===== config.mk =====
export PLATFORM = sky130hd
export DESIGN_NAME = wipm_front
export DESIGN_NICKNAME = d
export VERILOG_FILES = /design/src/hdl/wipm_pkg.sv /design/src/hdl/wipm_front.sv
export SDC_FILE = /design/constraint.sdc
export NUM_CORES = 1
export LEC_CHECK = 0
export ABC_AREA = 1
export BUFFER_PORTS_ARGS = -buffer_cell sky130_fd_sc_hd__buf_4
export CAP_MARGIN = 20
export CORE_ASPECT_RATIO = 0.8
export CORE_MARGIN = 5
export CORE_UTILIZATION = 45
export CTS_CLUSTER_SIZE = 24
export DETAILED_ROUTE_END_ITERATION = 8
export PLACE_DENSITY = 0.63
export SKIP_CTS_REPAIR_TIMING = 1
export SLEW_MARGIN = 10
export SYNTH_ARGS = -nofsm -noshare
export SYNTH_HDL_FRONTEND = slang
export SYNTH_SLANG_ARGS = --single-unit
export TNS_END_PERCENT = 5

===== constraint.sdc =====
create_clock -name clock -period 6.75 [get_ports clock]
set_input_delay 0.3375 -clock clock [delete_from_list [all_inputs] [get_ports clock]]
set_output_delay 0.3375 -clock clock [all_outputs]
set_load 0.05 [all_outputs]

===== src/hdl/wipm_pkg.sv =====
// Shared types and constants for the windowed I/Q power meter.
// Used by every module of the block; depends on nothing.
`default_nettype none

package wipm_pkg;

   localparam int SAMPLE_WIDTH_DEFAULT = 16;
   localparam int COUNT_WIDTH_DEFAULT  = 20;
   localparam int LOG_WIDTH            = 5;
   localparam int POWER_WIDTH          = 32;
   localparam int QUEUE_DEPTH          = 2;

   localparam logic [LOG_WIDTH-1:0]   LOG_RESET = LOG_WIDTH'(10);
   localparam logic [POWER_WIDTH-1:0] SUM_MAX   = 32'hFFFF_FFFF;

   typedef struct packed {
      logic signed [15:0] sample_inphase;
      logic signed [15:0] sample_quadrature;
      logic               packet_end;
   } req_type;

   typedef struct packed {
      logic signed [15:0]      out_inphase;
      logic signed [15:0]      out_quadrature;
      logic                    out_packet_end;
      logic [POWER_WIDTH-1:0]  mean_power;
      logic [POWER_WIDTH-1:0]  window_peak;
      logic                    measurement_fresh;
      logic                    window_closed;
   } rsp_type;

   typedef struct packed {
      req_type                sample;
      logic [POWER_WIDTH-1:0] power;
      logic                   closes;
      logic [LOG_WIDTH-1:0]   window_log;
   } work_type;

   typedef struct packed {
      logic full;
      logic empty;
   } queue_status_type;

endpackage

`default_nettype wire


===== src/hdl/wipm_front.sv =====
// Front end: takes items, computes sample power, counts the window and tags closing items.
// Holds the window log register. Depends on wipm_pkg.
`default_nettype none

module wipm_front
   import wipm_pkg::*;
#(
   parameter int SAMPLE_WIDTH = SAMPLE_WIDTH_DEFAULT,
   parameter int COUNT_WIDTH  = COUNT_WIDTH_DEFAULT
) (
   input  wire logic                 clock,
   input  wire logic                 reset,
   input  wire logic                 req_valid,
   output      logic                 req_stall,
   input  wire req_type              req_item,
   input  wire logic                 csr_valid,
   output      logic                 csr_ready,
   input  wire logic [LOG_WIDTH-1:0] csr_data,
   input  wire queue_status_type     queue_status,
   output      logic                 push,
   output      work_type             push_entry
);

   localparam logic [LOG_WIDTH-1:0] LOG_MAX   = LOG_WIDTH'(COUNT_WIDTH - 1);
   localparam logic [LOG_WIDTH-1:0] LOG_START = (LOG_RESET > LOG_MAX) ? LOG_MAX : LOG_RESET;

   logic [LOG_WIDTH-1:0]   setting_ff, setting_in;
   logic [LOG_WIDTH-1:0]   log_ff, log_in;
   logic [COUNT_WIDTH-1:0] count_ff, count_in;
   logic                   valid_ff, valid_in;
   work_type               entry_ff, entry_in;

   logic                          accept;
   logic [COUNT_WIDTH-1:0]        count_next;
   logic [COUNT_WIDTH-1:0]        window_len;
   logic                          closes;
   logic [LOG_WIDTH-1:0]          setting_clamped;
   logic signed [SAMPLE_WIDTH-1:0] i_s, q_s;
   logic signed [2*SAMPLE_WIDTH-1:0] i_sq, q_sq;
   logic [2*SAMPLE_WIDTH:0]       power_wide;

   assign csr_ready = 1'b1;
   assign req_stall = valid_ff && queue_status.full;
   assign accept    = req_valid && !req_stall;
   assign push      = valid_ff && !queue_status.full;
   assign push_entry = entry_ff;

   always_comb begin
      i_s        = req_item.sample_inphase[SAMPLE_WIDTH-1:0];
      q_s        = req_item.sample_quadrature[SAMPLE_WIDTH-1:0];
      i_sq       = i_s * i_s;
      q_sq       = q_s * q_s;
      power_wide = {1'b0, i_sq} + {1'b0, q_sq};
      count_next = count_ff + COUNT_WIDTH'(1);
      window_len = COUNT_WIDTH'(1) << log_ff;
      closes     = (count_next == window_len);
      setting_clamped = (setting_ff > LOG_MAX) ? LOG_MAX : setting_ff;
   end

   always_comb begin
      setting_in = (csr_valid && csr_ready) ? csr_data : setting_ff;
      log_in     = log_ff;
      count_in   = count_ff;
      valid_in   = valid_ff;
      entry_in   = entry_ff;
      if (push) begin
         valid_in = 1'b0;
      end
      if (accept) begin
         valid_in            = 1'b1;
         entry_in.sample     = req_item;
         entry_in.power      = POWER_WIDTH'(power_wide);
         entry_in.closes     = closes;
         entry_in.window_log = log_ff;
         count_in            = closes ? '0 : count_next;
         if (closes) begin
            log_in = setting_clamped;
         end
      end
   end

   always_ff @(posedge clock) begin
      if (reset) begin
         setting_ff <= LOG_RESET;
         log_ff     <= LOG_START;
         count_ff   <= '0;
         valid_ff   <= 1'b0;
      end else begin
         setting_ff <= setting_in;
         log_ff     <= log_in;
         count_ff   <= count_in;
         valid_ff   <= valid_in;
      end
      entry_ff <= entry_in;
   end

endmodule

`default_nettype wire


# After elaboration in Yosys (flattened, before gate mapping)
# Cells that the tools add are included.
[totals]
register_bits = 102
latch_bits = 0
mem_bits_rw = 0
romBits = 0
input_bits = 44
out_inout_bits = 74
elab_cells = 28
n_memories = 0
[op_classes]
addsub = 2
mul = 2
div_mod_pow = 0
magnitude_cmp = 1
n_eq_ne = 1
n_shift = 1
muxes = 4
bitwise = 0
reduce_logical = 7
[ops]
columns = ["cell", "count"]
rows = [
  ["16-bit by 16-bit multiplier with 32-bit output", 2],
  ["32-bit adder", 1],
  ["20-bit by 1-bit adder with 20-bit output, second input constant", 1],
  ["20-bit == test", 1],
  ["20-bit two-way mux", 1],
  ["1-bit by 5-bit << shifter with 20-bit output, first input constant", 1],
  ["5-bit > comparator, second input constant", 1],
  ["5-bit two-way mux", 1],
  ["1-bit logical AND", 3],
  ["1-bit zero test", 2],
  ["1-bit two-way mux", 2],
  ["2-bit AND reduction", 1],
  ["2-bit nonzero test", 1],
]

# Longest topological paths before layout
# Gate-level depths: netlist of run 1.
[depth]
depth_word = 4
depth_mapped = 30
depth_no_buf = 28

# Worst setup path before layout of run 1
# No wires, ideal clock.
[synth_path]
kind = "input to register"
from = "input port req_item[32] (netlist name)"
to = "register entry_ff (netlist bit push_entry[36]) (data pin)"
setup_time_ps = 262
t_arrival_ps = 6746
required_time_ps = 6488
path_slack_ps = -259
stages = 23
cell_sequence = "clkbuf_1 -> clkbuf_1 -> nand2_1 -> inv_1 -> fa_1 -> fa_1 -> inv_1 -> fa_1 -> inv_1 -> fa_1 -> fa_1 -> fa_1 -> fa_1 -> inv_1 -> fa_1 -> inv_1 -> ha_1 -> nand2_1 -> nor4_1 -> nand2_1 -> o211ai_1 -> a21oi_1 -> xor2_1"
[synth_via]
elab_chain_cells = 2
[synth_lines]
columns = ["element", "line_no", "text"]
rows = [
  ["start, declared", "wipm_front.sv:15", "input wire req_type req_item,"],
  ["16-bit by 16-bit multiplier with 32-bit output", "wipm_front.sv:51", "i_sq = i_s * i_s;"],
  ["32-bit adder", "wipm_front.sv:53", "power_wide = {1'b0, i_sq} + {1'b0, q_sq};"],
  ["via power_wide[30]", "wipm_front.sv:40", "logic [2*SAMPLE_WIDTH:0] power_wide;"],
  ["end signal, assigned", "wipm_front.sv:94", "entry_ff <= entry_in;"],
  ["end, declared", "wipm_front.sv:31", "work_type entry_ff, entry_in;"],
]
# The timed path passes the listed nets, and every way through them passes these cells.
# A chain may end at the register's enable or synchronous reset.

# Worst setup path in the final report of run 1
[layout_path]
from = "input port req_item[16] (netlist name)"
to = "register entry_ff (netlist bit push_entry[35]) (data pin)"
[layout_via]
elab_chain_cells = 2
[layout_lines]
columns = ["element", "line_no", "text"]
rows = [
  ["16-bit by 16-bit multiplier with 32-bit output", "wipm_front.sv:52", "q_sq = q_s * q_s;"],
  ["32-bit adder", "wipm_front.sv:53", ""],
  ["via power_wide[29]", "wipm_front.sv:40", ""],
]
# The timed path passes the listed nets, and every way through them passes these cells.

==> metrics.txt, run 1 <==
fin nets ~3500; cell count after synthesis around 2500; maximum fanout along the worst path 12; Fin. Hold Viols 0; DP Area approximately 0.026 mm2; post-layout min period 6516 ps; Seq/Total Area, Yosys 0.1234; Post-synth EDFFs 71; FILL cells roughly 4500; Setup Crit Path Kind in2reg; Cells after DPL 3476; skew final 24.17 ps; clock-pin slew on the worst setup and hold paths around 90 ps; Synth Warn # 0; # port buffers 115; CTS sink cnt 102; drt drc 0; commonest non-fill, non-tap cell in the layout inv_1; Die W 259.0 um; Async SR Flop Fraction 0; # rows 73; Worst setup EP type flip-flop; vias in the first global route 17770; CTS tree done; hpwl dp ~50 mm; total CTS buffers 9; IO Pins ~120; pre-CTS WS -223.1 ps; Die ar. 0.05417 mm2; CP Launch Type input port; CP arrival 6660 ps; maximum capacitance violations 0; Worst Slack Setup Final ~230 ps; worst endpoint required time just under 7000 ps; largest net degree at the start of global routing 56; largest family of logic cells by synthesized area adder cells; synthesized cell area roughly 0.022 mm2; XOR/XNOR share of the synthesized area 0.02551; initial core utilization 0.4516; Worst-Margin Slew around 750 ps; design area about 0.026 mm2; DR vias/cell roughly 4.6; mux cell area share after synthesis 0; CTS root buffer clkbuf_16; 1st-iter DRT viols approximately 1100; Die H around 210 um; Mapped Nets 3214; Yosys reg bits roughly 100; clock buffer depth 2; Post-Synth Simple-Gate Area 0.1222; worst hold path class in2reg; total core area a little under 0.05 mm2; average cell area after synthesis around 9 um2; first-pass GRT wire length around 93 mm; fin cells about 3500; initial antenna violation count 0; share of cells above drive strength 1 0.1602; P&R area growth vs syn 17.40%; routed via count between 15000 and 20000; post-synthesis compound-gate area fraction 0.02893; H-tree levels 3; final setup fails 0; GRT Total Usage 0.2166; gr ovfl total 0; post-synth cell types 42; clk_lat worst skew 410 ps; Reg area 0.002753 mm2; ANT nets after route 0; Multi-input gate area 0.01631 mm2; f_max approximately 150 MHz; First-pass DRT Iterations 5; WHS between 100 and 150 ps; Rel. slew slack 0.4991; Detailed Route WL ~56 mm; Antenna diodes 0; gpl congestion 0.9315; outcome completed; max-slew violation count 0; adder-cell share of the synthesized area 0.5497; routed len/inst about 16 um; most frequent cells in the layout inv_1 (810), fa_1 (514), nand2_1 (444); Top FF cell, synth edfxtp_1; final worst path period share 0.9653
==> cell usage after synthesis, types with 3 or more instances <==
cell / number / area share
fa_1: 519 / 0.47
o21ai_0: 24 / 0.0054
a21o_1: 4 / 0.0013
clkbuf_1: 68 / 0.011
nor2_1: 105 / 0.018
nand3b_1: 4 / 0.0013
nor3_1: 6 / 0.0013
nand4_1: 14 / 0.0039
dfxtp_1: 31 / 0.028
nand3_1: 50 / 0.011
nor2_4: 7 / 0.0035
inv_1: 813 / 0.14
nand2_1: 447 / 0.075
nand2_2: 6 / 0.0017
ha_1: 150 / 0.084
nor2_2: 3 / 0.00084
xnor2_1: 29 / 0.011
or2_2: 8 / 0.0022
xor2_1: 36 / 0.014
o21bai_1: 5 / 0.0017
a21oi_1: 73 / 0.016
edfxtp_1: 71 / 0.096
==> metrics by stage <==
stage                       util  setup TNS (ps)
after floorplan                -          -26.80
after global placement    0.5214           -1698
after detailed placement  0.5214           -2187
after CTS                 0.5277               0
after global routing      0.5302          -22.95
final                     0.5302               0
==> flip-flops by register name (all words and copies together), names as in the netlist <==
name,cells
setting_ff,5
log_ff,5
valid_ff,1
push_entry,71
count_ff,20
==> worst paths after layout <==
kind | end | startpoint | slack (ps) | cells after the start
min reg2reg | setting_ff[1] | setting_ff[1] | 470 | 2
min | push_entry[38] | req_item[0] | 110 | 1
max | push_entry[35] | req_item[16] | 230 | 26
max reg2reg | count_ff[7] | count_ff[0] | 4050 | 12
==> routing by layer <==
metal  global-route usage  vias up  wire [um]
met3              0.03262       53       2852
met2               0.3331      358      24760
met1               0.3264     8028      26930
met5                    0        -          0
li1                     -     7734          -
met4              0.05164        0       1154
==> cells by family (layout without fill, tap and decap cells) <==
logic type	after synthesis	after routing
flip-flops	102	102
adder cells (fa/ha/maj)	669	669
other	2	2
AO/OA/AOI/OAI	118	118
AND/OR/NAND/NOR	657	657
XOR/XNOR	65	65
buffers and inverters	888	1209
==> worst max-delay path: stages <==
cell and delay, ps:
buf_4 170, nand2_2 140, inv_1 80, buf_4 160, buf_4 160, fa_1 470, fa_1 530, fa_1 460
fa_1 500, fa_1 560, fa_1 430, fa_1 500, inv_1 50, fa_2 550, inv_1 50, ha_1 360
nand2_1 130, nor2_2 150, and3_1 200, nand4_1 170, nand3_2 140, nand3_1 70, nand2_1 80, nand3_1 70
nand2_1 70, xor2_1 60
==> layout make-up <==
type,count,share of cell area
repair buffers,377,0.1112
well taps,675,0.03224
multi-input cells,1511,0.6227
inverters,816,0.1169
flip-flops and latches,102,0.1051
clock inverters,7,0.003295
clock buffers,9,0.008597
Power of run 1 is left out: the tool's default activity adds up to more than one toggle a clock period on the data nets, which glitch-free logic cannot reach.
==> run 2, diff against run 1 <==
ABC_AREA = not set   (was 1)
CORE_MARGIN = 10   (was 5)
==> run 2 against run 1 <==
  * The flow now finishes with violations (setup timing)
  * Fmax fell by 6.9%
  * Via count decreased by 4.4%
  * Die area increased by 8.1%
  * Cell count decreased by 9.6%
  * Non-clock buffer count rose by 2
  * Sequential share of layout area about the same
  * Setup slack lost 490 ps
  * Register-to-register slack got worse by 880 ps
  * Clock skew down 11 ps
  * Global-route usage is 1.5 points lower
  * Core utilization up 1.2 points
  * Critical path type unchanged
==> metrics.txt, run 2 <==
1st-iter DRT viols 906 (-16%); failing checks setup timing; Post-synth EDFFs 71 (unchanged); cell count after synthesis 2209 (-12%); share of the synthesized area in the top cell type 0.4691 (+0.003472); synthesized cell area 0.02215 mm2 (-0.74%); share of cells above drive strength 1 0.1958 (+0.03565); Mapped Nets 2922 (-9.1%); routed len/inst 17.86 um (+12%); worst hold path class in2reg; Multi-input gate area 0.01696 mm2 (+4.0%); post-layout min period 7001 ps (+485.7 ps); drt drc 0 (unchanged); RSZ-0062 raised after global routing yes; Die ar. 0.05855 mm2 (+8.1%); Worst setup EP type flip-flop; clk_lat worst skew 400 ps (about the same); Fin. Hold Viols 0 (unchanged); Worst Slack Setup Final -251.4 ps (-485.7 ps); Seq/Total Area, Yosys 0.1243 (+0.0009199); FILL cells 4308 (-4.5%); first-pass GRT wire length 92.36 mm (-1.1%); most instantiated library cell after synthesis inv_1; post-synth cell types 79 (+88%); Setup Crit Path Kind in2reg; initial antenna violation count 0 (unchanged); total CTS buffers 9 (unchanged); maximum capacitance violations 0 (unchanged); clock-pin slew on the worst setup and hold paths 90 ps (about the same); H-tree levels 3 (unchanged); R2R cell count 9 (-3); Rel. slew slack 0.3040 (-0.1951); f_max 142.8 MHz (-6.9%); ANT nets after route 0 (unchanged); # port buffers 115 (unchanged); CP arrival 7160 ps (+500 ps); CTS sink cnt 102 (unchanged); IO Pins 118 (unchanged); maximum fanout along the worst path 4 (-8); # rows 72 (-1.4%); number of flip-flops under the largest register name 71 (unchanged); CP Launch Type input port; skew final 13.08 ps (-11.09 ps); WHS 120.3 ps (+6.302 ps); Synth top cells by count inv_1 (657), fa_1 (519), nand2_1 (169); final setup fails 9 (+9); average cell area after synthesis 10.03 um2 (+12%); routed via count 15450 (-4.4%); most frequent cells in the layout inv_1 (644), fa_1 (505), buf_4 (361); total core area 0.04847 mm2 (-1.9%); GRT Total Usage 0.2016 (-0.01501); hpwl dp 49.43 mm (-0.56%); post-synth top area cell fa_1; hold path cells 1 (unchanged); Top FF cell, synth edfxtp_1; Yosys reg bits 102 (unchanged); largest net degree at the start of global routing 44 (-21%); Die W 268.0 um (+3.5%); P&R area growth vs syn 18.56%; gr ovfl total 0 (unchanged); Antenna diodes 0 (unchanged); R2R Setup Slk 3170 ps (-880 ps); final worst path period share 1.037 (+0.07195); Detailed Route WL 56.46 mm (+1.4%); fin nets 3241 (-8.2%); max-slew violation count 0 (unchanged); Die H 218.4 um (+4.4%); largest cells by area after synthesis fa_1 (47%), inv_1 (11%), edfxtp_1 (9.6%); outcome finished with violations; Async SR Flop Fraction 0 (unchanged); commonest non-fill, non-tap cell in the layout inv_1; DR vias/cell 4.887 (+5.7%); Reg area 0.002753 mm2 (unchanged); Synth Warn # 0 (unchanged); gpl congestion 0.9232 (-0.89%); worst endpoint required time 6910 ps (about the same); Worst-Margin Slew 1043 ps (+291.6 ps); CTS tree done; vias in the first global route 17050 (-4.0%); clock buffer depth 2 (unchanged); initial core utilization 0.4570 (+0.005417); First-pass DRT Iterations 5 (unchanged); CTS root buffer clkbuf_16
-- run 2: cell count changes in the layout (fill, tap and decap cells not counted), moves of 14 or more --
| cell | delta |
|---|---|
| buf_6 | +14 |
| nor2b_1 | +17 |
| a21o_1 | +14 |
| nor2_1 | -49 |
| nand3_1 | -22 |
| xnor2_1 | +33 |
| a21oi_1 | -44 |
| and2_1 | +97 |
| nand2_1 | -280 |
| inv_1 | -166 |
-- run 2: logic make-up (layout without fill, tap and decap cells) --
kind of cell / Yosys count / after routing / synth area share
and+or+nand+nor: 474 / 474 / 0.1135
DFF: 102 / 102 / 0.1243
xor gates and xnor gates: 85 / 85 / 0.03361
muxes: 15 / 15 / 0.006948
AOI/OAI and AO/OA: 134 / 134 / 0.04226
buffers and inverters: 728 / 1052 / 0.1252
other: 2 / 2 / 0.0003391
adders and majority gates: 669 / 669 / 0.5538
-- run 2: per-layer routing --
metal	vias up	wire length, um	global-route usage
met5	-	0	0
met4	0	694	0.03930
met3	35	3385	0.04006
met2	370	25220	0.3070
met1	7884	27160	0.2951
li1	7165	-	-
-- run 2: through the flow --
stage,cells,setup WS [ps],instance area (um2),utilization,setup TNS (ps)
floorplan,2209,-298.3,22330,-,-839.2
global placement,3136,-820.1,25490,0.5260,-6887
detailed placement,3136,-905.2,25490,0.5260,-8234
CTS,3152,-482.6,25820,0.5328,-3210
global route,3162,-390.9,26260,0.5418,-2842
finish,3162,-251.4,26260,0.5418,-1217
-- run 2: area by class of cell --
type / count / area share
Timing Repair Buffer: 379 / 0.1123
Clock buffer: 10 / 0.008720
Tap cell: 629 / 0.02997
Multi-Input combinational cell: 1379 / 0.6460
Clock inverter: 6 / 0.003907
Sequential cell: 102 / 0.1048
Inverter: 657 / 0.09430
-- run 2: critical path, stage by stage --
cell	delay, ps
buf_6	110
clkinvlp_4	170
nor2_4	80
buf_4	140
buf_6	100
fa_1	450
fa_1	540
inv_1	50
fa_1	470
inv_1	60
fa_1	530
fa_2	590
fa_2	440
fa_1	500
inv_1	50
fa_1	500
inv_1	80
ha_4	220
a21o_1	150
a221o_1	340
a2bb2oi_2	180
o21ai_4	120
o41a_1	420
a211o_1	300
a21oi_2	150
xnor2_1	70
-- run 2: path summary, 6_finish.rpt --
| check | startpoint | end |
|---|---|---|
| worst min-delay path | req_item[0] | push_entry[38] |
| worst max register to register | count_ff[0] | count_ff[16] |
| worst max-delay path | req_item[16] | push_entry[34] |
| worst min register to register | setting_ff[1] | setting_ff[1] |
Power of run 2 is left out for the same reason.
