$ cat src/hdl/wipm_pkg.sv
// Shared types and constants for the windowed I/Q power meter.
// Used by every module of the block; depends on nothing.
`default_nettype none

package wipm_pkg;

   localparam int SAMPLE_WIDTH_DEFAULT = 16;
   localparam int COUNT_WIDTH_DEFAULT  = 20;
   localparam int LOG_WIDTH            = 5;
   localparam int POWER_WIDTH          = 32;
   localparam int QUEUE_DEPTH          = 2;

   localparam logic [LOG_WIDTH-1:0]   LOG_RESET = LOG_WIDTH'(10);
   localparam logic [POWER_WIDTH-1:0] SUM_MAX   = 32'hFFFF_FFFF;

   typedef struct packed {
      logic signed [15:0] sample_inphase;
      logic signed [15:0] sample_quadrature;
      logic               packet_end;
   } req_type;

   typedef struct packed {
      logic signed [15:0]      out_inphase;
      logic signed [15:0]      out_quadrature;
      logic                    out_packet_end;
      logic [POWER_WIDTH-1:0]  mean_power;
      logic [POWER_WIDTH-1:0]  window_peak;
      logic                    measurement_fresh;
      logic                    window_closed;
   } rsp_type;

   typedef struct packed {
      req_type                sample;
      logic [POWER_WIDTH-1:0] power;
      logic                   closes;
      logic [LOG_WIDTH-1:0]   window_log;
   } work_type;

   typedef struct packed {
      logic full;
      logic empty;
   } queue_status_type;

endpackage

`default_nettype wire

$ cat src/hdl/wipm_queue.sv
// Short item queue between the front end and the back end.
// Register-based ring with an occupancy count. Depends on wipm_pkg.
`default_nettype none

module wipm_queue
   import wipm_pkg::*;
(
   input  wire logic             clock,
   input  wire logic             reset,
   input  wire logic             push,
   input  wire work_type         push_entry,
   input  wire logic             pop,
   output      work_type         pop_entry,
   output      queue_status_type status
);

   localparam int PTR_WIDTH   = (QUEUE_DEPTH > 1) ? $clog2(QUEUE_DEPTH) : 1;
   localparam int COUNT_WIDTH = $clog2(QUEUE_DEPTH + 1);
   localparam logic [PTR_WIDTH-1:0]   PTR_LAST = PTR_WIDTH'(QUEUE_DEPTH - 1);
   localparam logic [COUNT_WIDTH-1:0] FULL_COUNT = COUNT_WIDTH'(QUEUE_DEPTH);

   work_type               entries_ff [QUEUE_DEPTH];
   logic [PTR_WIDTH-1:0]   wr_ptr_ff, wr_ptr_in;
   logic [PTR_WIDTH-1:0]   rd_ptr_ff, rd_ptr_in;
   logic [COUNT_WIDTH-1:0] count_ff, count_in;

   assign status.full  = (count_ff == FULL_COUNT);
   assign status.empty = (count_ff == '0);
   assign pop_entry    = entries_ff[rd_ptr_ff];

   always_comb begin
      wr_ptr_in = wr_ptr_ff;
      rd_ptr_in = rd_ptr_ff;
      count_in  = count_ff;
      if (push) begin
         wr_ptr_in = (wr_ptr_ff == PTR_LAST) ? '0 : wr_ptr_ff + PTR_WIDTH'(1);
      end
      if (pop) begin
         rd_ptr_in = (rd_ptr_ff == PTR_LAST) ? '0 : rd_ptr_ff + PTR_WIDTH'(1);
      end
      if (push && !pop) begin
         count_in = count_ff + COUNT_WIDTH'(1);
      end else if (pop && !push) begin
         count_in = count_ff - COUNT_WIDTH'(1);
      end
   end

   always_ff @(posedge clock) begin
      if (reset) begin
         wr_ptr_ff <= '0;
         rd_ptr_ff <= '0;
         count_ff  <= '0;
      end else begin
         wr_ptr_ff <= wr_ptr_in;
         rd_ptr_ff <= rd_ptr_in;
         count_ff  <= count_in;
      end
      if (push) begin
         entries_ff[wr_ptr_ff] <= push_entry;
      end
   end

endmodule

`default_nettype wire

$ cat config.mk
export PLATFORM = sky130hd
export DESIGN_NAME = wipm_queue
export DESIGN_NICKNAME = d
export VERILOG_FILES = /design/src/hdl/wipm_pkg.sv /design/src/hdl/wipm_queue.sv
export SDC_FILE = /design/constraint.sdc
export NUM_CORES = 1
export LEC_CHECK = 0
export BUFFER_PORTS_ARGS = -buffer_cell sky130_fd_sc_hd__buf_2
export CORE_ASPECT_RATIO = 0.5
export CORE_UTILIZATION = 30
export DETAILED_ROUTE_END_ITERATION = 8
export PLACE_DENSITY = 0.51
export SLEW_MARGIN = 10
export SYNTH_ARGS = -nofsm -noshare
export SYNTH_HDL_FRONTEND = slang
export SYNTH_SLANG_ARGS = --single-unit
$ cat constraint.sdc
create_clock -name clock -period 5.05 [get_ports clock]
set_input_delay 1.515 -clock clock [delete_from_list [all_inputs] [get_ports clock]]
set_output_delay 1.515 -clock clock [all_outputs]
set_load 0.01 [all_outputs]
Word level (Yosys, flattened, before mapping):

Memory sizes are Yosys's and may differ from the RTL's. A register that Yosys moved wholly into a read port is not among the register bits.
Cells that the tools add are included.

* add/subtract/negate cells: 4
* multipliers: 0
* divide/modulo/power cells: 0
* $lt $le $gt $ge: 0
* equal/unequal tests: 1
* shift-type cells: 0
* mux-type cells: 8
* bitwise operators: 0
* reductions and logical operators: 6

Operator list (count)
* 2-to-1 mux 1 bit: 6
* 2-to-1 mux 2 bit: 2
* adder 1 bit, second input constant: 2
* adder 2 x 1 -> 2 bit, second input constant: 1
* equality test 2 bit, second input constant: 1
* logical AND 1 bit: 2
* zero test 1 bit: 2
* zero test 2 bit: 1
* nonzero test 2 bit: 1
* subtractor 2 x 1 -> 2 bit, second input constant: 1

* register bits after elaboration: 4
* latch bits: 0
* bits in writable memories: 142
* ROM bits: 0
* input bits: 75
* output and inout port bits: 73
* logic and storage cells: 23
* memories kept: 1

Memories
* entries_ff: words 2, width 71, rd ports 1, clocked after Yosys merged registers in 1, write ports 1, RTL line wipm_queue.sv:22 `work_type entries_ff [QUEUE_DEPTH];`

Logic depth before layout (Yosys ltp):

Gate-level depths: netlist (run 1).

* depth in word-level cells: 4
* depth in mapped cells: 5
* mapped depth without buffers: 5

Least setup slack after synthesis (run 1):

OpenSTA, ideal clock, no wires.

* path kind: input port to flip-flop
* from: in push
* to: mem entries_ff[0][0] in the netlist's numbering (enable)
* arrival time: 4.628 ns
* data required time: 4.541 ns
* setup slack: -0.088 ns
* cell stages on the path: 1
* path buffers: 0
* path through: nor2b_1

* longest elaborated chain between the ends: 2

Ends and longest elaborated chain
* start, declared: RTL line wipm_queue.sv:10 `input wire logic push,`
* 2-to-1 mux 1 bit: RTL line wipm_queue.sv:58 `if (push) begin`
* 2-to-1 mux 1 bit (implied by the code): RTL line wipm_queue.sv:59 `entries_ff[wr_ptr_ff] <= push_entry;`
* end, declared: RTL line wipm_queue.sv:22

Every way passes these cells.

==> flow_metrics.py, run 1 <==
metrics = {
    "status": {
        "status": "finished clean",
    },
    "sta": {
        "slew-limit-headroom_pct": 30.0,
        "final.setup.tns_ps": 0,
        "skew_ps": 5.31,
        "setup_viol": 0,
        "fmax_ghz": 0.279,
        "report.final.slew_viol_count": 0,
        "hold_viol_final": 0,
        "fin_ws_ps": 1470,
        "min_period_ps": 3580,
        "rsz0062_at_grt": "no",
        "fin_crit_sh_pct": 71.0,
        "worstMarginPinSlew_ps": 1050,
    },
    "logic_synthesis": {
        "synth.area.top_cells": "edfxtp_1, mux2_2, dfxtp_1",
        "yosys.area.top_type": "edfxtp_1",
        "syn-instance-count": 243,
        "synthesis.nets": 319,
        "yosysWarningCount": 0,
        "syn_area_per_cell_um2": 22.0,
        "synthDistinctLibCells": 16,
        "synth_top_area_share_pct": 79.6,
        "ys_ff_latch": 147,
        "synth_area_mm2": 0.00536,
        "seq_area_frac_synth_pct": 81.5,
    },
    "die": {
        "core_area_mm2": 0.0174,
        "die_h_um": 96.5,
        "die-area_mm2": 0.0184,
        "start_util_pct": 30.8,
        "die_w_um": 191,
        "num_rows": 34,
        "ios": 148,
    },
    "finish": {
        "area_growth_pct": 29.5,
        "final_cell_mix": "buf_2, edfxtp_1, mux2_2",
        "num_antenna_cells": 0,
        "drive_gt1_share_pct": 61.1,
        "nets": 479,
        "final_common_cell": "buf_2",
        "design_area_mm2": 0.00694,
    },
    "setup_path": {
        "slowest_stage": "dfxtp_4",
        "cp-start-kind": "register",
        "cp_top_family": "flip-flops",
        "critPathMaxStageDelay_ps": 970,
        "setup.worst_path.class": "reg2out",
        "cp_num_cells": 2,
        "r2r_slack_ps": 3340,
        "r2r_end": "entries_ff[1][66]",
        "r2r_start": "wr_ptr_ff",
        "endpoint_kind": "output pin",
        "crit_chain": "mux2_2 > buf_2",
        "crit_end": "pop_entry[26]",
        "r2r_cells": 1,
        "cp_max_fo": 71,
        "crit_required_ps": 3540,
        "crit_buf_inv": 1,
        "worstPathArrival_ps": 2070,
    },
    "placement": {
        "dp_hpwl_mm": 6.30,
        "gp_congestion": 0.674,
        "portBuffers": 147,
        "placed_area_mm2": 0.00633,
        "pre_cts_ws_ps": 1860,
    },
    "power": {
        "power.density_mw_per_mm2": 434,
        "max-vdd-ir-drop_mv": 0.239,
        "power_leakage_nw": 2.58,
    },
    "worst_hold_path": {
        "hold_class": "reg2reg",
    },
    "clock_tree": {
        "cts_tree": "built",
        "cts.repair.resized": 0,
        "cts_max_path_buffers": 2,
        "cts_buffers": 17,
        "clk_pin_slew_worst_paths_ps": 60,
        "post_cts_buffers": 0,
        "cts_root_buffer": "clkbuf_16",
        "hold_buffers": 0,
        "cts.sinks": 147,
        "worstSkewPairLatency_ps": 400,
        "htreeDepth": 4,
    },
    "route": {
        "drtIter0Drc": 111,
        "drt-total-wl_mm": 10.1,
        "drc": 0,
        "avgRoutedWirePerCell_um": 15.6,
        "firstDrtPassIters": 4,
        "vias": 2715,
        "vias_per_cell": 4.18,
        "final_antenna_net_count": 0,
    },
    "global_route": {
        "first_global_vias": 2801,
        "grt_pass1_wl_mm": 14.9,
        "grtUsageTotal_pct": 11.2,
        "grt_max_degree": 72,
        "grt_overflow": 0,
        "antenna_found_initial": 0,
    },
    "run": {
        "drv_cap": 0,
    },
}
-- metrics by stage --
step | std cells | utilization (%) | hold slack [ps] | power, mW
after floorplan | 243 | - | 461 | 1.64
after global placement | 618 | 36.4 | 492 | 1.76
after detailed placement | 618 | 36.4 | 493 | 1.76
after CTS | 650 | 39.9 | 511 | 3.06
after global routing | 650 | 39.9 | 547 | 3.14
final | 650 | 39.9 | 509 | 3.01
-- per-layer routing --
metal	GRT usage [%]	up-vias	share of wire (%)
met4	4.00	0	0.57
met5	0	-	0
met3	3.65	5	3.1
met2	19.6	44	54
li1	-	1277	-
met1	13.0	1389	43
-- logic make-up after synthesis --
logic type / synth area share, %
compound gates: 0.187
xor+xnor: 0.654
fa+ha+maj: 0.234
buf+inv: 1.64
flops: 81.5
mux: 14.9
simple gates: 0.865
-- final cells by class --
class / instances / area [um^2]
Fill cell: 1646 / 10500
Sequential cell: 147 / 4370
Clock buffer: 17 / 425
Tap cell: 234 / 293
Timing Repair Buffer: 149 / 751
Multi-Input combinational cell: 87 / 913
Inverter: 1 / 3.75
Clock inverter: 15 / 181
-- worst min path at each step --
stage	start	to	slack, ps	cells past startpoint
after detailed placement	rd_ptr_ff	register	490	2
after global placement	count_ff[1]	count_ff[1]	490	2
final	count_ff[1]	count_ff[1]	510	2
after CTS	count_ff[1]	count_ff[1]	510	2
after global routing	count_ff[1]	count_ff[1]	550	2
after floorplan	count_ff[1]	count_ff[1]	460	2
-- synth_stat cells, drive strengths merged --
cell type	number
edfxtp	142
mux2	71
buf	8
dfxtp	5
nor2	5
xnor2	2
xor2	2
a21oi	1
and2	1
and2b	1
ha	1
inv	1
nor2b	1
o21ai	1
or3	1
-- report_power, final --
part / leakage (nW) / switching, mW / total (mW) / internal, mW
Combinational: 0.913 / 0.132 / 0.266 / 0.134
Sequential: 1.37 / 0.0398 / 1.46 / 1.42
Clock: 0.291 / 0.497 / 1.28 / 0.783
Total: 2.58 / 0.669 / 3.01 / 2.34
-- sequential cells by signal (all words and copies together) (netlist names), named ones only --
register    flops
rd_ptr_ff       1
wr_ptr_ff       1
count_ff        2
entries_ff    142
No activity file was read; power rests on OpenSTA's default activity.
==> inputs of run 2 (changes only) <==
PLACE_DENSITY = 0.49   (was 0.51)
clock period = 3.3 ns   (was 5.05 ns; I/O delays follow)
==> run 2 against run 1 <==
Final area grew 0.52%. Register-to-register slack lost 1600 ps. Sequential share of layout area shrank 0.33 points. Global-route usage is essentially flat. Largest power group unchanged. Critical endpoint is now pop_entry[47]. Critical path depth grew 1. First-iteration DRC count shrank 49%. Flip-flop and latch count is the same. Largest cell class unchanged.
==> flow_metrics.py, run 2 (same netlist as run 1, synthesis figures left out) <==
metrics = {
    "status": {
        "status": "finished clean",
    },
    "finish": {
        "final_util_pct": 40.1,
        "reg.largest.list": "entries_ff (142), count_ff (2)",
        "largest_register": "entries_ff",
        "largest_reg_flops": 142,
        "final_cell_mix": "buf_2, edfxtp_1, mux2_2",
        "seqCellArea_mm2": 0.00437,
        "nets": 482,
        "fill_cells": 1658,
        "area_growth_pct": 30.2,
        "design_area_mm2": 0.00697,
        "num_antenna_cells": 0,
        "multi_input_area_um2": 913,
        "final_common_cell": "buf_2",
        "drive_gt1_share_pct": 61.6,
    },
    "clock_tree": {
        "cts_max_path_buffers": 2,
        "htreeDepth": 4,
        "post_cts_buffers": 0,
        "cts.repair.resized": 0,
        "cts_root_buffer": "clkbuf_16",
        "cts_tree": "built",
        "cts_buffers": 17,
        "hold_buffers": 0,
        "clk_pin_slew_worst_paths_ps": 60,
        "cts.sinks": 147,
        "worstSkewPairLatency_ps": 410,
    },
    "route": {
        "vias": 2714,
        "drc": 0,
        "drt-total-wl_mm": 10.3,
        "avgRoutedWirePerCell_um": 15.8,
        "firstDrtPassIters": 4,
        "vias_per_cell": 4.16,
        "final_antenna_net_count": 0,
        "drtIter0Drc": 57,
    },
    "die": {
        "ios": 148,
        "core_area_mm2": 0.0174,
        "die-area_mm2": 0.0184,
        "start_util_pct": 30.8,
        "num_rows": 34,
        "die_w_um": 191,
        "die_h_um": 96.5,
    },
    "sta": {
        "fin_crit_sh_pct": 83.9,
        "final.setup.tns_ps": 0,
        "setup_viol": 0,
        "fmax_ghz": 0.361,
        "hold_viol_final": 0,
        "min_period_ps": 2770,
        "worstMarginPinSlew_ps": 476,
        "slew-limit-headroom_pct": 68.2,
        "skew_ps": 9.75,
        "rsz0062_at_grt": "no",
        "report.final.slew_viol_count": 0,
    },
    "global_route": {
        "antenna_found_initial": 0,
        "grt_overflow": 0,
        "first_global_vias": 2704,
        "grt_pass1_wl_mm": 14.7,
        "grtUsageTotal_pct": 11.2,
        "grt_max_degree": 59,
    },
    "setup_path": {
        "worstPathArrival_ps": 1780,
        "r2r_cells": 2,
        "endpoint_kind": "output pin",
        "crit_required_ps": 2310,
        "cp_top_family": "flip-flops",
        "r2r_start": "wr_ptr_ff",
        "crit_chain": "buf_4 > mux2_2 > buf_2",
        "critPathMaxStageDelay_ps": 540,
        "cp_max_fo": 21,
        "r2r_end": "entries_ff[1][45]",
        "slowest_stage": "dfxtp_4",
        "setup.worst_path.class": "reg2out",
        "cp-start-kind": "register",
        "r2r_slack_ps": 1740,
        "crit_buf_inv": 2,
    },
    "power": {
        "power_leakage_nw": 2.59,
        "max-vdd-ir-drop_mv": 0.362,
        "power.density_mw_per_mm2": 653,
    },
    "worst_hold_path": {
        "whs_path_depth": 2,
        "hold_class": "reg2reg",
        "min_from": "count_ff[1]",
        "hold_end": "count_ff[1]",
    },
    "placement": {
        "portBuffers": 147,
        "placed_area_mm2": 0.00639,
        "gp_congestion": 0.657,
        "dp_hpwl_mm": 6.78,
    },
    "run": {
        "drv_cap": 0,
    },
}
run 2: cell types whose count changed in the layout (fill, tap and decap cells not counted), sizes merged:
cell | previous run | this run
clkbuf | 17 | 18
buf | 149 | 152
clkinv | 6 | 5
bufinv | 3 | 2
clkinvlp | 2 | 3
run 2: final cells by class:
type | count | share of cell area [%]
Clock buffer | 18 | 6.16
Clock inverter | 14 | 2.21
Inverter | 1 | 0.0538
Multi-Input combinational cell | 87 | 13.1
Sequential cell | 147 | 62.7
Tap cell | 234 | 4.20
Timing Repair Buffer | 152 | 11.6
run 2: worst min-delay path, stage by stage, from the launching register on:
cell     delay, ps
dfxtp_1        330
o21ai_0         80
a21oi_1         60
run 2: stage by stage:
stage	setup slack (ps)	power, mW	hold WS (ps)	instances
detailed placement	932	2.71	508	621
floorplan	16.9	2.51	461	243
finish	530	4.55	512	653
global placement	925	2.71	496	621
CTS	489	4.63	518	653
global route	437	4.74	540	653
run 2: power breakdown:
part / switching [mW] / internal (mW)
sequential: 0.0360 / 2.18
combinational: 0.230 / 0.216
clock: 0.770 / 1.12
run 2: layer usage:
| metal | part of all wire [%] | track usage [%] | vias up | wire, um |
|---|---|---|---|---|
| met5 | 0 | 0 | - | 0 |
| met4 | 0.97 | 5.00 | 0 | 100 |
| met3 | 2.7 | 3.29 | 8 | 278 |
| met2 | 53 | 18.9 | 47 | 5510 |
| met1 | 43 | 13.4 | 1373 | 4410 |
| li1 | - | - | 1286 | - |
run 2: worst max-delay path by stage:
| stage | from | endpoint | slack (ps) | depth (start not counted) |
|---|---|---|---|---|
| after floorplan | push | entries_ff[0][0] | 20 | 1 |
| after global placement | register | pop_entry[67] | 920 | 3 |
| after detailed placement | push | entries_ff[0][48] | 930 | 3 |
| after CTS | register | pop_entry[57] | 490 | 3 |
| after global routing | register | pop_entry[47] | 440 | 3 |
| final | register | pop_entry[47] | 530 | 3 |
==> inputs of run 3 (changes only) <==
clock period = 2.8 ns   (was 3.3 ns; I/O delays follow)
==> run 3 against run 2 <==
Via count up 0.55%. Final area is 2.2% higher. Final cell count unchanged. Clock skew decreased by 5.0 ps. Sequential share of layout area fell by 1.3 points. Register-to-register slack got worse by 310 ps. Core utilization rose by 0.87 points. Power rose by 27%. Highest routed layer is now met5.
==> flow_metrics.py, run 3 (same netlist as run 1, synthesis figures left out) <==
metrics = {
    "route": {
        "firstDrtPassIters": 4,
        "final_antenna_net_count": 0,
        "vias": 2729,
        "drtIter0Drc": 107,
        "drt-total-wl_mm": 10.1,
        "drc": 0,
        "avgRoutedWirePerCell_um": 15.5,
        "vias_per_cell": 4.18,
    },
    "worst_hold_path": {
        "min_from": "count_ff[1]",
        "hold_class": "reg2reg",
        "hold_end": "count_ff[1]",
        "whs_path_depth": 2,
    },
    "clock_tree": {
        "cts_tree": "built",
        "post_cts_buffers": 0,
        "cts_buffers": 17,
        "cts_root_buffer": "clkbuf_16",
        "cts_max_path_buffers": 2,
        "worstSkewPairLatency_ps": 400,
        "cts.sinks": 147,
        "cts.repair.resized": 0,
        "clk_pin_slew_worst_paths_ps": 60,
        "htreeDepth": 4,
        "hold_buffers": 0,
    },
    "finish": {
        "nets": 484,
        "largest_reg_flops": 142,
        "drive_gt1_share_pct": 61.6,
        "final_common_cell": "buf_2",
        "final_util_pct": 40.9,
        "final_cell_mix": "buf_2, edfxtp_1, mux2_2",
        "reg.largest.list": "entries_ff (142), count_ff (2)",
        "num_antenna_cells": 0,
        "area_growth_pct": 33.0,
        "largest_register": "entries_ff",
    },
    "sta": {
        "rsz0062_at_grt": "no",
        "fin_crit_sh_pct": 90.7,
        "slew-limit-headroom_pct": 69.7,
        "fin_ws_ps": 260,
        "final.setup.tns_ps": 0,
        "hold_viol_final": 0,
        "worstMarginPinSlew_ps": 454,
        "skew_ps": 4.79,
        "fmax_ghz": 0.394,
        "setup_viol": 0,
        "min_period_ps": 2540,
        "report.final.slew_viol_count": 0,
    },
    "global_route": {
        "grt_most_used_layer": "met2",
        "grt_max_degree": 32,
        "use_met3_pct": 3.47,
        "grt_use_met1_pct": 12.4,
        "antenna_found_initial": 1,
        "grt_pass1_wl_mm": 14.6,
        "grtUsageTotal_pct": 11.0,
        "grt_overflow": 0,
        "first_global_vias": 2748,
        "gr-usage-met2_pct": 19.3,
    },
    "placement": {
        "portBuffers": 147,
        "dp_hpwl_mm": 6.72,
        "gp_congestion": 0.676,
        "pre_cts_ws_ps": 630,
    },
    "die": {
        "die_h_um": 96.5,
        "ios": 148,
        "die_w_um": 191,
        "core_area_mm2": 0.0174,
        "num_rows": 34,
        "start_util_pct": 30.8,
        "die-area_mm2": 0.0184,
    },
    "setup_path": {
        "endpoint_kind": "output pin",
        "r2r_end": "entries_ff[1][47]",
        "cp-start-kind": "register",
        "worstPathArrival_ps": 1700,
        "setup.worst_path.class": "reg2out",
        "crit_required_ps": 1960,
        "r2r_cells": 2,
        "r2r_slack_ps": 1430,
        "r2r_start": "wr_ptr_ff",
        "cp_max_fo": 27,
    },
    "power": {
        "max-vdd-ir-drop_mv": 0.358,
        "power.density_mw_per_mm2": 812,
        "power_leakage_nw": 2.66,
    },
    "run": {
        "drv_cap": 0,
    },
    "status": {
        "status": "finished clean",
    },
}
==> run 3: worst max-delay path, stage by stage (launching register included) <==
cell and delay [ps]:
dfxtp_4 530, buf_12 240, mux2_2 370, buf_2 150
==> run 3: cell type report <==
| class | count | area [um^2] |
|---|---|---|
| clock buffer | 18 | 429 |
| clock inverter | 12 | 253 |
| fill | 1620 | 10300 |
| inverter | 1 | 3.75 |
| multi-input combinational | 87 | 913 |
| sequential | 147 | 4370 |
| tap | 234 | 293 |
| timing repair buffer | 154 | 863 |
==> run 3: layer usage <==
metal	part of all wire, %	vias up
met5	0.13	-
met4	1.3	2
met3	4.4	13
met2	54	58
met1	40	1368
li1	-	1288
==> run 3: worst max-delay path by stage <==
stage,start,to
floorplan,push,entries_ff[0][0]
global placement,register,pop_entry[54]
detailed placement,register,pop_entry[54]
CTS,register,pop_entry[54]
global route,register,pop_entry[54]
finish,register,pop_entry[54]
==> run 3: power by group <==
part	switching [mW]	leakage, nW	internal, mW	total [mW]
Clock	0.874	0.327	1.76	2.64
Combinational	0.271	0.961	0.267	0.538
Sequential	0.0422	1.37	2.56	2.61
Total	1.19	2.66	4.59	5.78
==> run 3: metrics by stage <==
stage,power [mW],hold WS (ps),cells,area [um^2]
finish,5.78,514,653,7120
global route,6.00,536,653,7120
CTS,5.87,516,653,7120
detailed placement,3.21,498,623,6440
global placement,3.20,489,623,6440
floorplan,2.95,461,243,5360
